File: src/sv/assert_macros.svh
// Assertion macros shared by the RTL modules of the completion queue.
`ifndef ASSERT_MACROS_SVH
`define ASSERT_MACROS_SVH

// Checks a property on every rising edge of clk while rst_n is high.
`define ASSERT_CLK(label, prop) \
    label: assert property (@(posedge clk) disable iff (!rst_n) (prop)) \
        else $error("assertion failed in completion queue");

// Checks that a condition never holds while rst_n is high.
`define ASSERT_NEVER(label, cond) \
    label: assert property (@(posedge clk) disable iff (!rst_n) !(cond)) \
        else $error("forbidden condition in completion queue");

`endif

File: src/sv/iocq_pkg.sv
// Shared constants, types and codes of the in-order completion queue.
package iocq_pkg;

    localparam int QUEUE_DEPTH = 16;
    localparam int HANDLE_W    = 16;
    localparam int IDX_W       = $clog2(QUEUE_DEPTH);
    localparam int CNT_W       = $clog2(QUEUE_DEPTH + 1);
    localparam int ID_W        = 32;
    localparam int FUNC_W      = 2;
    localparam int HANDLE_FIELD_W = 16;
    localparam int OCC_W       = 5;

    localparam int IN_TDATA_W  = 56;
    localparam int OUT_TDATA_W = 56;

    localparam logic [FUNC_W-1:0] FUNC_ALLOC    = 2'd0;
    localparam logic [FUNC_W-1:0] FUNC_DONE_OK  = 2'd1;
    localparam logic [FUNC_W-1:0] FUNC_DONE_ERR = 2'd2;
    localparam logic [FUNC_W-1:0] FUNC_IDLE     = 2'd3;

    typedef logic [HANDLE_W-1:0] handle_t;
    typedef logic [ID_W-1:0]     id_t;

    typedef struct packed {
        logic load;
        logic find;
        logic apply;
        logic retire;
        logic push;
    } cmd_t;

    typedef struct packed {
        logic is_alloc;
    } status_t;

endpackage

File: src/sv/iocq_ctrl.sv
// Controller state machine that sequences each transaction through the datapath.
`include "assert_macros.svh"

module iocq_ctrl
(
    input  logic               clk,
    input  logic               rst_n,
    input  logic               s_tvalid,
    output logic               s_tready,
    output logic               m_tvalid,
    input  logic               m_tready,
    input  iocq_pkg::status_t  status,
    output iocq_pkg::cmd_t     cmd
);

    localparam logic [2:0] ST_IDLE   = 3'd0;
    localparam logic [2:0] ST_FIND   = 3'd1;
    localparam logic [2:0] ST_APPLY  = 3'd2;
    localparam logic [2:0] ST_RETIRE = 3'd3;
    localparam logic [2:0] ST_PUSH   = 3'd4;

    logic [2:0] state_reg;
    logic [2:0] state_next;
    logic       m_valid_reg;
    logic       m_valid_next;

    assign s_tready = (state_reg == ST_IDLE);
    assign m_tvalid = m_valid_reg;

    always_comb
    begin
        state_next   = state_reg;
        cmd          = '0;
        m_valid_next = m_valid_reg;
        if (m_valid_reg && m_tready)
        begin
            m_valid_next = 1'b0;
        end
        case (state_reg)
            ST_IDLE:
            begin
                if (s_tvalid)
                begin
                    cmd.load   = 1'b1;
                    state_next = ST_FIND;
                end
            end
            ST_FIND:
            begin
                cmd.find   = 1'b1;
                state_next = ST_APPLY;
            end
            ST_APPLY:
            begin
                cmd.apply  = 1'b1;
                state_next = status.is_alloc ? ST_PUSH : ST_RETIRE;
            end
            ST_RETIRE:
            begin
                cmd.retire = 1'b1;
                state_next = ST_PUSH;
            end
            ST_PUSH:
            begin
                // The result register may still hold an earlier result.
                if (!m_valid_reg || m_tready)
                begin
                    cmd.push     = 1'b1;
                    m_valid_next = 1'b1;
                    state_next   = ST_IDLE;
                end
            end
            default:
            begin
                state_next = ST_IDLE;
            end
        endcase
    end

    always_ff @(posedge clk or negedge rst_n)
    begin
        if (!rst_n)
        begin
            state_reg   <= ST_IDLE;
            m_valid_reg <= 1'b0;
        end
        else
        begin
            state_reg   <= state_next;
            m_valid_reg <= m_valid_next;
        end
    end

    `ASSERT_CLK(a_push_shows_result, cmd.push |=> m_tvalid)
    `ASSERT_CLK(a_no_overwrite, (state_reg == ST_PUSH && m_valid_reg && !m_tready)
        |=> (state_reg == ST_PUSH))
    `ASSERT_NEVER(a_push_while_blocked, cmd.push && m_valid_reg && !m_tready)

endmodule

File: src/sv/iocq_datapath.sv
// Datapath of the completion queue: entry cells, id search, compaction and result.
`include "assert_macros.svh"

module iocq_datapath
(
    input  logic                                clk,
    input  logic                                rst_n,
    input  iocq_pkg::cmd_t                      cmd,
    output iocq_pkg::status_t                   status,
    input  logic [iocq_pkg::FUNC_W-1:0]         in_func,
    input  logic [iocq_pkg::IN_TDATA_W-1:0]     in_data,
    output logic [iocq_pkg::OUT_TDATA_W-1:0]    out_data
);

    localparam int D = iocq_pkg::QUEUE_DEPTH;

    logic [iocq_pkg::FUNC_W-1:0] func_reg, func_next;
    iocq_pkg::id_t               req_reg, req_next;
    iocq_pkg::handle_t           hin_reg, hin_next;
    logic                        busy_reg, busy_next;

    iocq_pkg::id_t               slot_id_reg [D];
    iocq_pkg::id_t               slot_id_next [D];
    iocq_pkg::handle_t           slot_handle_reg [D];
    iocq_pkg::handle_t           slot_handle_next [D];
    logic [D-1:0]                done_reg, done_next;
    logic [iocq_pkg::CNT_W-1:0]  count_reg, count_next;
    iocq_pkg::id_t               idc_reg, idc_next;

    logic                        found_reg, found_next;
    logic [iocq_pkg::IDX_W-1:0]  pos_reg, pos_next;

    iocq_pkg::id_t               new_id_reg, new_id_next;
    logic                        refused_reg, refused_next;
    logic                        nf_reg, nf_next;
    logic                        retired_reg, retired_next;
    logic [iocq_pkg::HANDLE_FIELD_W-1:0] rh_reg, rh_next;
    logic [iocq_pkg::OUT_TDATA_W-1:0]    out_reg, out_next;

    logic                        remove_en;
    logic [iocq_pkg::IDX_W-1:0]  pos_sel;
    iocq_pkg::id_t               id_inc;
    logic [D-1:0]                live_mask;

    assign status.is_alloc = (func_reg == iocq_pkg::FUNC_ALLOC);
    assign out_data        = out_reg;
    assign id_inc          = idc_reg + 32'd1;

    always_comb
    begin
        for (int i = 0; i < D; i++)
        begin
            live_mask[i] = (iocq_pkg::CNT_W'(i) < count_reg);
        end
    end

    always_comb
    begin
        func_next    = func_reg;
        req_next     = req_reg;
        hin_next     = hin_reg;
        busy_next    = busy_reg;
        slot_id_next     = slot_id_reg;
        slot_handle_next = slot_handle_reg;
        done_next    = done_reg;
        count_next   = count_reg;
        idc_next     = idc_reg;
        found_next   = found_reg;
        pos_next     = pos_reg;
        new_id_next  = new_id_reg;
        refused_next = refused_reg;
        nf_next      = nf_reg;
        retired_next = retired_reg;
        rh_next      = rh_reg;
        out_next     = out_reg;
        remove_en    = 1'b0;
        pos_sel      = pos_reg;

        if (cmd.load)
        begin
            func_next    = in_func;
            req_next     = in_data[31:0];
            hin_next     = iocq_pkg::handle_t'(in_data[47:32]);
            busy_next    = in_data[48];
            new_id_next  = '0;
            refused_next = 1'b0;
            nf_next      = 1'b0;
            retired_next = 1'b0;
            rh_next      = '0;
        end

        if (cmd.find)
        begin
            // The hit nearest the head wins.
            found_next = 1'b0;
            pos_next   = '0;
            for (int i = D - 1; i >= 0; i--)
            begin
                if (live_mask[i] && (slot_id_reg[i] == req_reg))
                begin
                    found_next = 1'b1;
                    pos_next   = iocq_pkg::IDX_W'(i);
                end
            end
        end

        if (cmd.apply)
        begin
            case (func_reg)
                iocq_pkg::FUNC_ALLOC:
                begin
                    if (count_reg == iocq_pkg::CNT_W'(D))
                    begin
                        refused_next = 1'b1;
                    end
                    else
                    begin
                        idc_next    = (id_inc == '0) ? 32'd1 : id_inc;
                        new_id_next = (id_inc == '0) ? 32'd1 : id_inc;
                        slot_id_next[count_reg[iocq_pkg::IDX_W-1:0]] =
                            (id_inc == '0) ? 32'd1 : id_inc;
                        done_next[count_reg[iocq_pkg::IDX_W-1:0]] = 1'b0;
                        count_next  = count_reg + iocq_pkg::CNT_W'(1);
                    end
                end
                iocq_pkg::FUNC_DONE_OK:
                begin
                    if (found_reg)
                    begin
                        done_next[pos_reg]        = 1'b1;
                        slot_handle_next[pos_reg] = hin_reg;
                    end
                    else
                    begin
                        nf_next = 1'b1;
                    end
                end
                iocq_pkg::FUNC_DONE_ERR:
                begin
                    if (found_reg)
                    begin
                        remove_en = 1'b1;
                    end
                    else
                    begin
                        nf_next = 1'b1;
                    end
                end
                default:
                begin
                end
            endcase
        end

        if (cmd.retire)
        begin
            if (!busy_reg && (count_reg != '0) && done_reg[0])
            begin
                retired_next = 1'b1;
                rh_next      = iocq_pkg::HANDLE_FIELD_W'(slot_handle_reg[0]);
                remove_en    = 1'b1;
                pos_sel      = '0;
            end
        end

        if (remove_en)
        begin
            // Every cell at or behind the removed one takes its successor.
            for (int i = 0; i < D; i++)
            begin
                if (iocq_pkg::IDX_W'(i) >= pos_sel)
                begin
                    if (i < D - 1)
                    begin
                        slot_id_next[i]     = slot_id_reg[(i + 1) % D];
                        slot_handle_next[i] = slot_handle_reg[(i + 1) % D];
                        done_next[i]        = done_reg[(i + 1) % D];
                    end
                    else
                    begin
                        done_next[i] = 1'b0;
                    end
                end
            end
            count_next = count_reg - iocq_pkg::CNT_W'(1);
        end

        if (cmd.push)
        begin
            out_next = {iocq_pkg::OCC_W'(count_reg), rh_reg, retired_reg,
                        nf_reg, refused_reg, new_id_reg};
        end
    end

    always_ff @(posedge clk or negedge rst_n)
    begin
        if (!rst_n)
        begin
            done_reg  <= '0;
            count_reg <= '0;
            idc_reg   <= '0;
        end
        else
        begin
            done_reg  <= done_next;
            count_reg <= count_next;
            idc_reg   <= idc_next;
        end
    end

    always_ff @(posedge clk)
    begin
        func_reg     <= func_next;
        req_reg      <= req_next;
        hin_reg      <= hin_next;
        busy_reg     <= busy_next;
        slot_id_reg     <= slot_id_next;
        slot_handle_reg <= slot_handle_next;
        found_reg    <= found_next;
        pos_reg      <= pos_next;
        new_id_reg   <= new_id_next;
        refused_reg  <= refused_next;
        nf_reg       <= nf_next;
        retired_reg  <= retired_next;
        rh_reg       <= rh_next;
        out_reg      <= out_next;
    end

    `ASSERT_NEVER(a_count_bound, count_reg > iocq_pkg::CNT_W'(D))
    `ASSERT_NEVER(a_done_only_live, (done_reg & ~live_mask) != '0)
    `ASSERT_CLK(a_retire_needs_done, cmd.retire && !busy_reg && done_reg[0]
        |=> (count_reg == $past(count_reg) - iocq_pkg::CNT_W'(1)))

endmodule

File: src/sv/in_order_completion_queue.sv
// Top level of the in-order completion queue: controller and datapath joined.
//
// The block keeps up to 16 outstanding requests in allocation order in a chain
// of entry cells, the head at cell 0. Each transaction passes through capture,
// id search, update, retirement and result write before the block is ready again,
// the controller stepping one item at a time through the shared compaction
// network; an allocate skips the retirement step. Every transaction yields exactly
// one result. The result is held in an output register, so the next transaction
// is accepted while an earlier result waits; the write of a new result waits only
// if the previous one has still not been taken. A search compares every live cell
// at once and picks the match nearest the head; a failed completion or a
// retirement closes the gap by shifting the cells behind it one place toward the
// head. Ids start at 1, wrap and skip 0. No clearing pass follows reset.
`include "assert_macros.svh"

module in_order_completion_queue
(
    input  logic                                clk,
    input  logic                                rst_n,
    input  logic                                s_tvalid,
    output logic                                s_tready,
    // s_tuser: func[1:0]
    input  logic [iocq_pkg::FUNC_W-1:0]         s_tuser,
    // s_tdata: req_id[31:0], payload_handle[47:32], consumer_busy[48], zero[55:49]
    input  logic [iocq_pkg::IN_TDATA_W-1:0]     s_tdata,
    output logic                                m_tvalid,
    input  logic                                m_tready,
    // m_tdata: new_id[31:0], alloc_refused[32], id_not_found[33],
    //          retire_valid[34], retire_handle[50:35], occupancy[55:51]
    output logic [iocq_pkg::OUT_TDATA_W-1:0]    m_tdata
);

    iocq_pkg::cmd_t    cmd;
    iocq_pkg::status_t status;

    iocq_ctrl u_ctrl
    (
        .clk      (clk),
        .rst_n    (rst_n),
        .s_tvalid (s_tvalid),
        .s_tready (s_tready),
        .m_tvalid (m_tvalid),
        .m_tready (m_tready),
        .status   (status),
        .cmd      (cmd)
    );

    iocq_datapath u_datapath
    (
        .clk      (clk),
        .rst_n    (rst_n),
        .cmd      (cmd),
        .status   (status),
        .in_func  (s_tuser),
        .in_data  (s_tdata),
        .out_data (m_tdata)
    );

    // A transaction is only taken while no other is being worked on.
    `ASSERT_NEVER(a_accept_only_idle, s_tvalid && s_tready && (cmd.find || cmd.apply))

endmodule

File: config.mk
export PLATFORM = sky130hd
export DESIGN_NAME = in_order_completion_queue
export DESIGN_NICKNAME = d
export VERILOG_FILES = /design/src/sv/iocq_pkg.sv /design/src/sv/iocq_ctrl.sv /design/src/sv/iocq_datapath.sv /design/src/sv/in_order_completion_queue.sv
export VERILOG_INCLUDE_DIRS = /design/src /design/src/sv
export SDC_FILE = /design/constraint.sdc
export NUM_CORES = 2
export LEC_CHECK = 0
export BUFFER_PORTS_ARGS = -buffer_cell sky130_fd_sc_hd__buf_2
export CAP_MARGIN = 20
export CORE_AREA = 2 2 273 275
export CTS_CLUSTER_SIZE = 20
export DETAILED_ROUTE_END_ITERATION = 10
export DIE_AREA = 0 0 275 277
export GPL_TIMING_DRIVEN = 0
export PLACE_DENSITY = 0.9
export SETUP_SLACK_MARGIN = 0.4
export SYNTH_ARGS = -nofsm -noshare
export SYNTH_HDL_FRONTEND = slang
export SYNTH_SLANG_ARGS = --single-unit
File: constraint.sdc
create_clock -name clk -period 4.13 [get_ports clk]
set_input_delay 1.239 -clock clk [delete_from_list [all_inputs] [get_ports clk]]
set_output_delay 1.239 -clock clk [all_outputs]
set_load 0.02 [all_outputs]
==> results.yml <==
clocking:
  cts_buffer_depth: 3
  cts_buffers: 102
  cts_root_buffer: "clkbuf_16"
  clkTransAtPathRegs_ns: 0.06
  cts_sinks: 988
  ctsHoldBuffers: 0
  htreeDepth: 3
  clock_latency_ns: 0.71
  cts_tree: "yes"
route:
  drt_wl_total_mm: 203
  drc: 0
  drtIter0Drc: 7971
  drt-wirelength-per-cell_um: 29.9
  vias: 45400
  post_drt_via_cell_ratio: 6.70
  firstDrtPassIters: 7
  drt.antenna.violating_nets: 0
setup_path:
  rrSetupSlack_ns: 0.33
  cp-end-kind: "flop"
  critPathKind: "flop to flop"
  arrival_ns: 4.24
  critPathBufInv: 2
  cp_data_required_time_ns: 4.57
  critPathMaxStageDelay_ns: 0.58
  r2r-start: "u_datapath.idc_reg[0]$_DFFE_PN0P_"
  critical_path.slowest_cell: "or4_4"
  cp_max_fo: 10
  critPathTopFamily: "simple AND/OR/NAND/NOR gates"
  rr_worst_depth: 9
  crit_chain: "buf_4 > nand3_4 > xor2_4 > nand3_1 > or4_4 > nor4_4 > nand4_4 > buf_6 > and2_1"
  start_kind: "flop"
yosys:
  avgSynthCellArea_um2: 8.41
  synth-edff-count: 160
  ys_async_sr_fraction: 0.0577
  yosys-top-cells-area: "dfxtp_1 (34%), edfxtp_1 (10%), o21ai_0 (7.9%), nand2_1 (6.9%), xor2_1 (6.3%)"
  yosysTopAreaCellShare: 0.337
  syn-num-nets: 5525
  synthCells: 5453
  synth_top_flop_cell: "dfxtp_1"
  yosys_warnings: 0
  synth.distinct_cells: 75
  syn-cell-area_um2: 45900
  yosys.area.top_type: "dfxtp_1"
  synth_seq_cells: 988
  ys_seq_area_frac: 0.473
min_path:
  holdPathStages: 0
  whs_endpoint: "u_datapath.out_data[49]$_DFFE_PP_"
  hold_class: "flop to flop"
  hold_start: "u_datapath.rh_reg[14]$_DFF_P_"
floorplanning:
  rows: 100
  die_x_um: 275
  dieArea_um2: 76200
  io_pins: 120
  start_util: 0.623
  core_area_um2: 73600
  die_h_um: 277
global_routing:
  grt_overflow: 0
  grt_pass1_wl_mm: 285
  grt_max_degree: 39
  antenna_found_initial: 8
  grt_pass1_vias: 42400
  grt_usage: 0.517
finish:
  finalNetCount: 5785
  n_fill_cell: 5733
  ff_latch_area_um2: 21700
  area_delta_synth_final_pct: 14.4
  drive_above_1_share: 0.0955
  largest_register_ffs: 480
  fin_area_um2: 52400
  multi_input_area_um2: 22600
pwr:
  p_leak_nw: 19.5
  ir_drop_mv: 0.766
  power.total_w: 0.0315
  power.density_nw_per_um2: 600
timing:
  fin_ws_ns: 0.334
  max_freq_mhz: 263
  fin_tns_setup_ns: 0
  clock_skew_ns: 0.0367
  final-hold-violation-count: 0
  tightest_slew_ns: 1.23
  rsz0062_at_grt: "yes"
  finalCritPeriodShare: 0.919
  whs_ns: 0.427
  setup_viol: 0
  slew_headroom: 0.182
  maxSlewViolCount: 0
  period_minus_slack_ns: 3.80
placed_design:
  port_buffers: 112
  dp_hpwl_mm: 149
  dpl_worst_slack_ns: -0.740
  gp_congestion: 1.08
  placed_area_um2: 48300
status:
  status: "finished, final reports clean"
flow_run:
  maxCapViolCount: 0
## where the power goes
| group | internal [W] | switching (W) |
|---|---|---|
| Sequential | 0.0117 | 0.00179 |
| Combinational | 0.00249 | 0.00549 |
| Clock | 0.00577 | 0.00424 |
| Total | 0.0200 | 0.0115 |
## worst reg2reg max path, delay by kind of cell (launching register included)
family / cells / cell delay [ns]
AND/OR/NAND/NOR: 6 / 2.04
XOR/XNOR: 1 / 0.56
buffers and inverters: 2 / 0.51
flip-flops: 1 / 0.43
## how the worst max path moves through the flow
stage / startpoint / end / slack (ns) / depth (start not counted)
after floorplan: m_tready / u_datapath.out_data[0]$_DFFE_PP_ / 0.98 / 2
after global placement: u_datapath.req_reg[14]$_DFFE_PP_ / u_datapath.pos_reg[1]$_SDFFCE_PP0N_ / -1.12 / 10
after detailed placement: u_datapath.req_reg[26]$_DFFE_PP_ / u_datapath.pos_reg[1]$_SDFFCE_PP0N_ / -0.74 / 10
after CTS: u_datapath.count_reg[0]$_DFFE_PN0P_ / u_datapath.pos_reg[1]$_SDFFCE_PP0N_ / 0.29 / 9
after global routing: u_datapath.req_reg[16]$_DFFE_PP_ / u_datapath.pos_reg[3]$_SDFFCE_PP0N_ / 0.37 / 10
final: u_datapath.idc_reg[0]$_DFFE_PN0P_ / flop / 0.33 / 9
## Yosys cell counts (5+ instances only)
cell type,instances
ha_1,10
a41oi_1,9
a221oi_1,37
nand2_1,847
and3_1,16
nor4_1,89
and2_1,19
xnor2_1,242
nor3_1,39
edfxtp_1,160
buf_1,21
mux2i_1,160
nand4_1,71
a41oi_2,8
or3_1,22
clkbuf_1,378
dfxtp_1,771
o31ai_1,6
a22oi_1,10
nand3_1,114
dfrtp_1,57
xor2_1,329
a31oi_1,21
nor2b_1,5
inv_1,42
a41o_1,15
nor2_1,595
nand2b_1,10
o21ai_0,721
a21oi_1,442
o21ai_1,25
a32oi_1,16
o22ai_1,14
buf_2,54
## area by class of cell
class,count,area share
Antenna cell,5,0.000239
Buffer,456,0.0373
Clock buffer,148,0.0572
Clock inverter,46,0.0121
Inverter,46,0.00329
Multi-Input combinational cell,3961,0.431
Sequential cell,988,0.413
Tap cell,969,0.0231
Timing Repair Buffer,158,0.0230
## repair_timing
item                                    in CTS  in global routing
gates resized for setup                     80                 81
pin swaps                                    3                  1
buffers inserted                             5                  3
endpoints found under the setup margin     556                476
## metrics by stage
stage          std cells  utilization
2_1_floorplan       5453            -
4_1_cts             6769        0.709
6_report            6777        0.713
3_5_place_dp        6571        0.657
3_3_place_gp        6534        0.647
5_1_grt             6772        0.713
## placed cells by master (no fill, tap or decap), types with 36 or more instances in the layout
cell type  synthesis  final
xor2_1           329    325
nor2_1           595    589
inv_1             42     41
nand2_1          847    846
clkbuf_16          0    105
nor4_1            89     82
clkbuf_1         378    323
dfrtp_1           57     57
a21oi_1          442    440
clkbuf_2           0     75
a221oi_1          37     37
mux2i_1          160    160
o21ai_0          721    721
buf_2             54    159
nor3_1            39     36
dfxtp_1          771    771
xnor2_1          242    228
edfxtp_1         160    160
nand4_1           71     71
nand3_1          114    113
## cell families (layout without fill, tap and decap cells)
| group | Yosys count | in the layout | synth area share |
|---|---|---|---|
| xor gates and xnor gates | 578 | 578 | 0.112 |
| AOI/OAI and AO/OA | 1356 | 1356 | 0.161 |
| muxes | 160 | 160 | 0.0349 |
| other | 0 | 5 | 0 |
| adders and majority gates | 10 | 10 | 0.00273 |
| and+or+nand+nor | 1857 | 1857 | 0.174 |
| DFF | 988 | 988 | 0.473 |
| buffers and inverters | 504 | 854 | 0.0434 |
## metal layers
layer | track usage | routed length (um) | vias to the layer above
li1 | - | - | 19100
met5 | 0 | 75 | -
met3 | 0.178 | 31400 | 939
met1 | 0.672 | 72500 | 21400
met4 | 0.354 | 17100 | 12
met2 | 0.718 | 81400 | 3941
No activity file was read; power rests on OpenSTA's default activity.
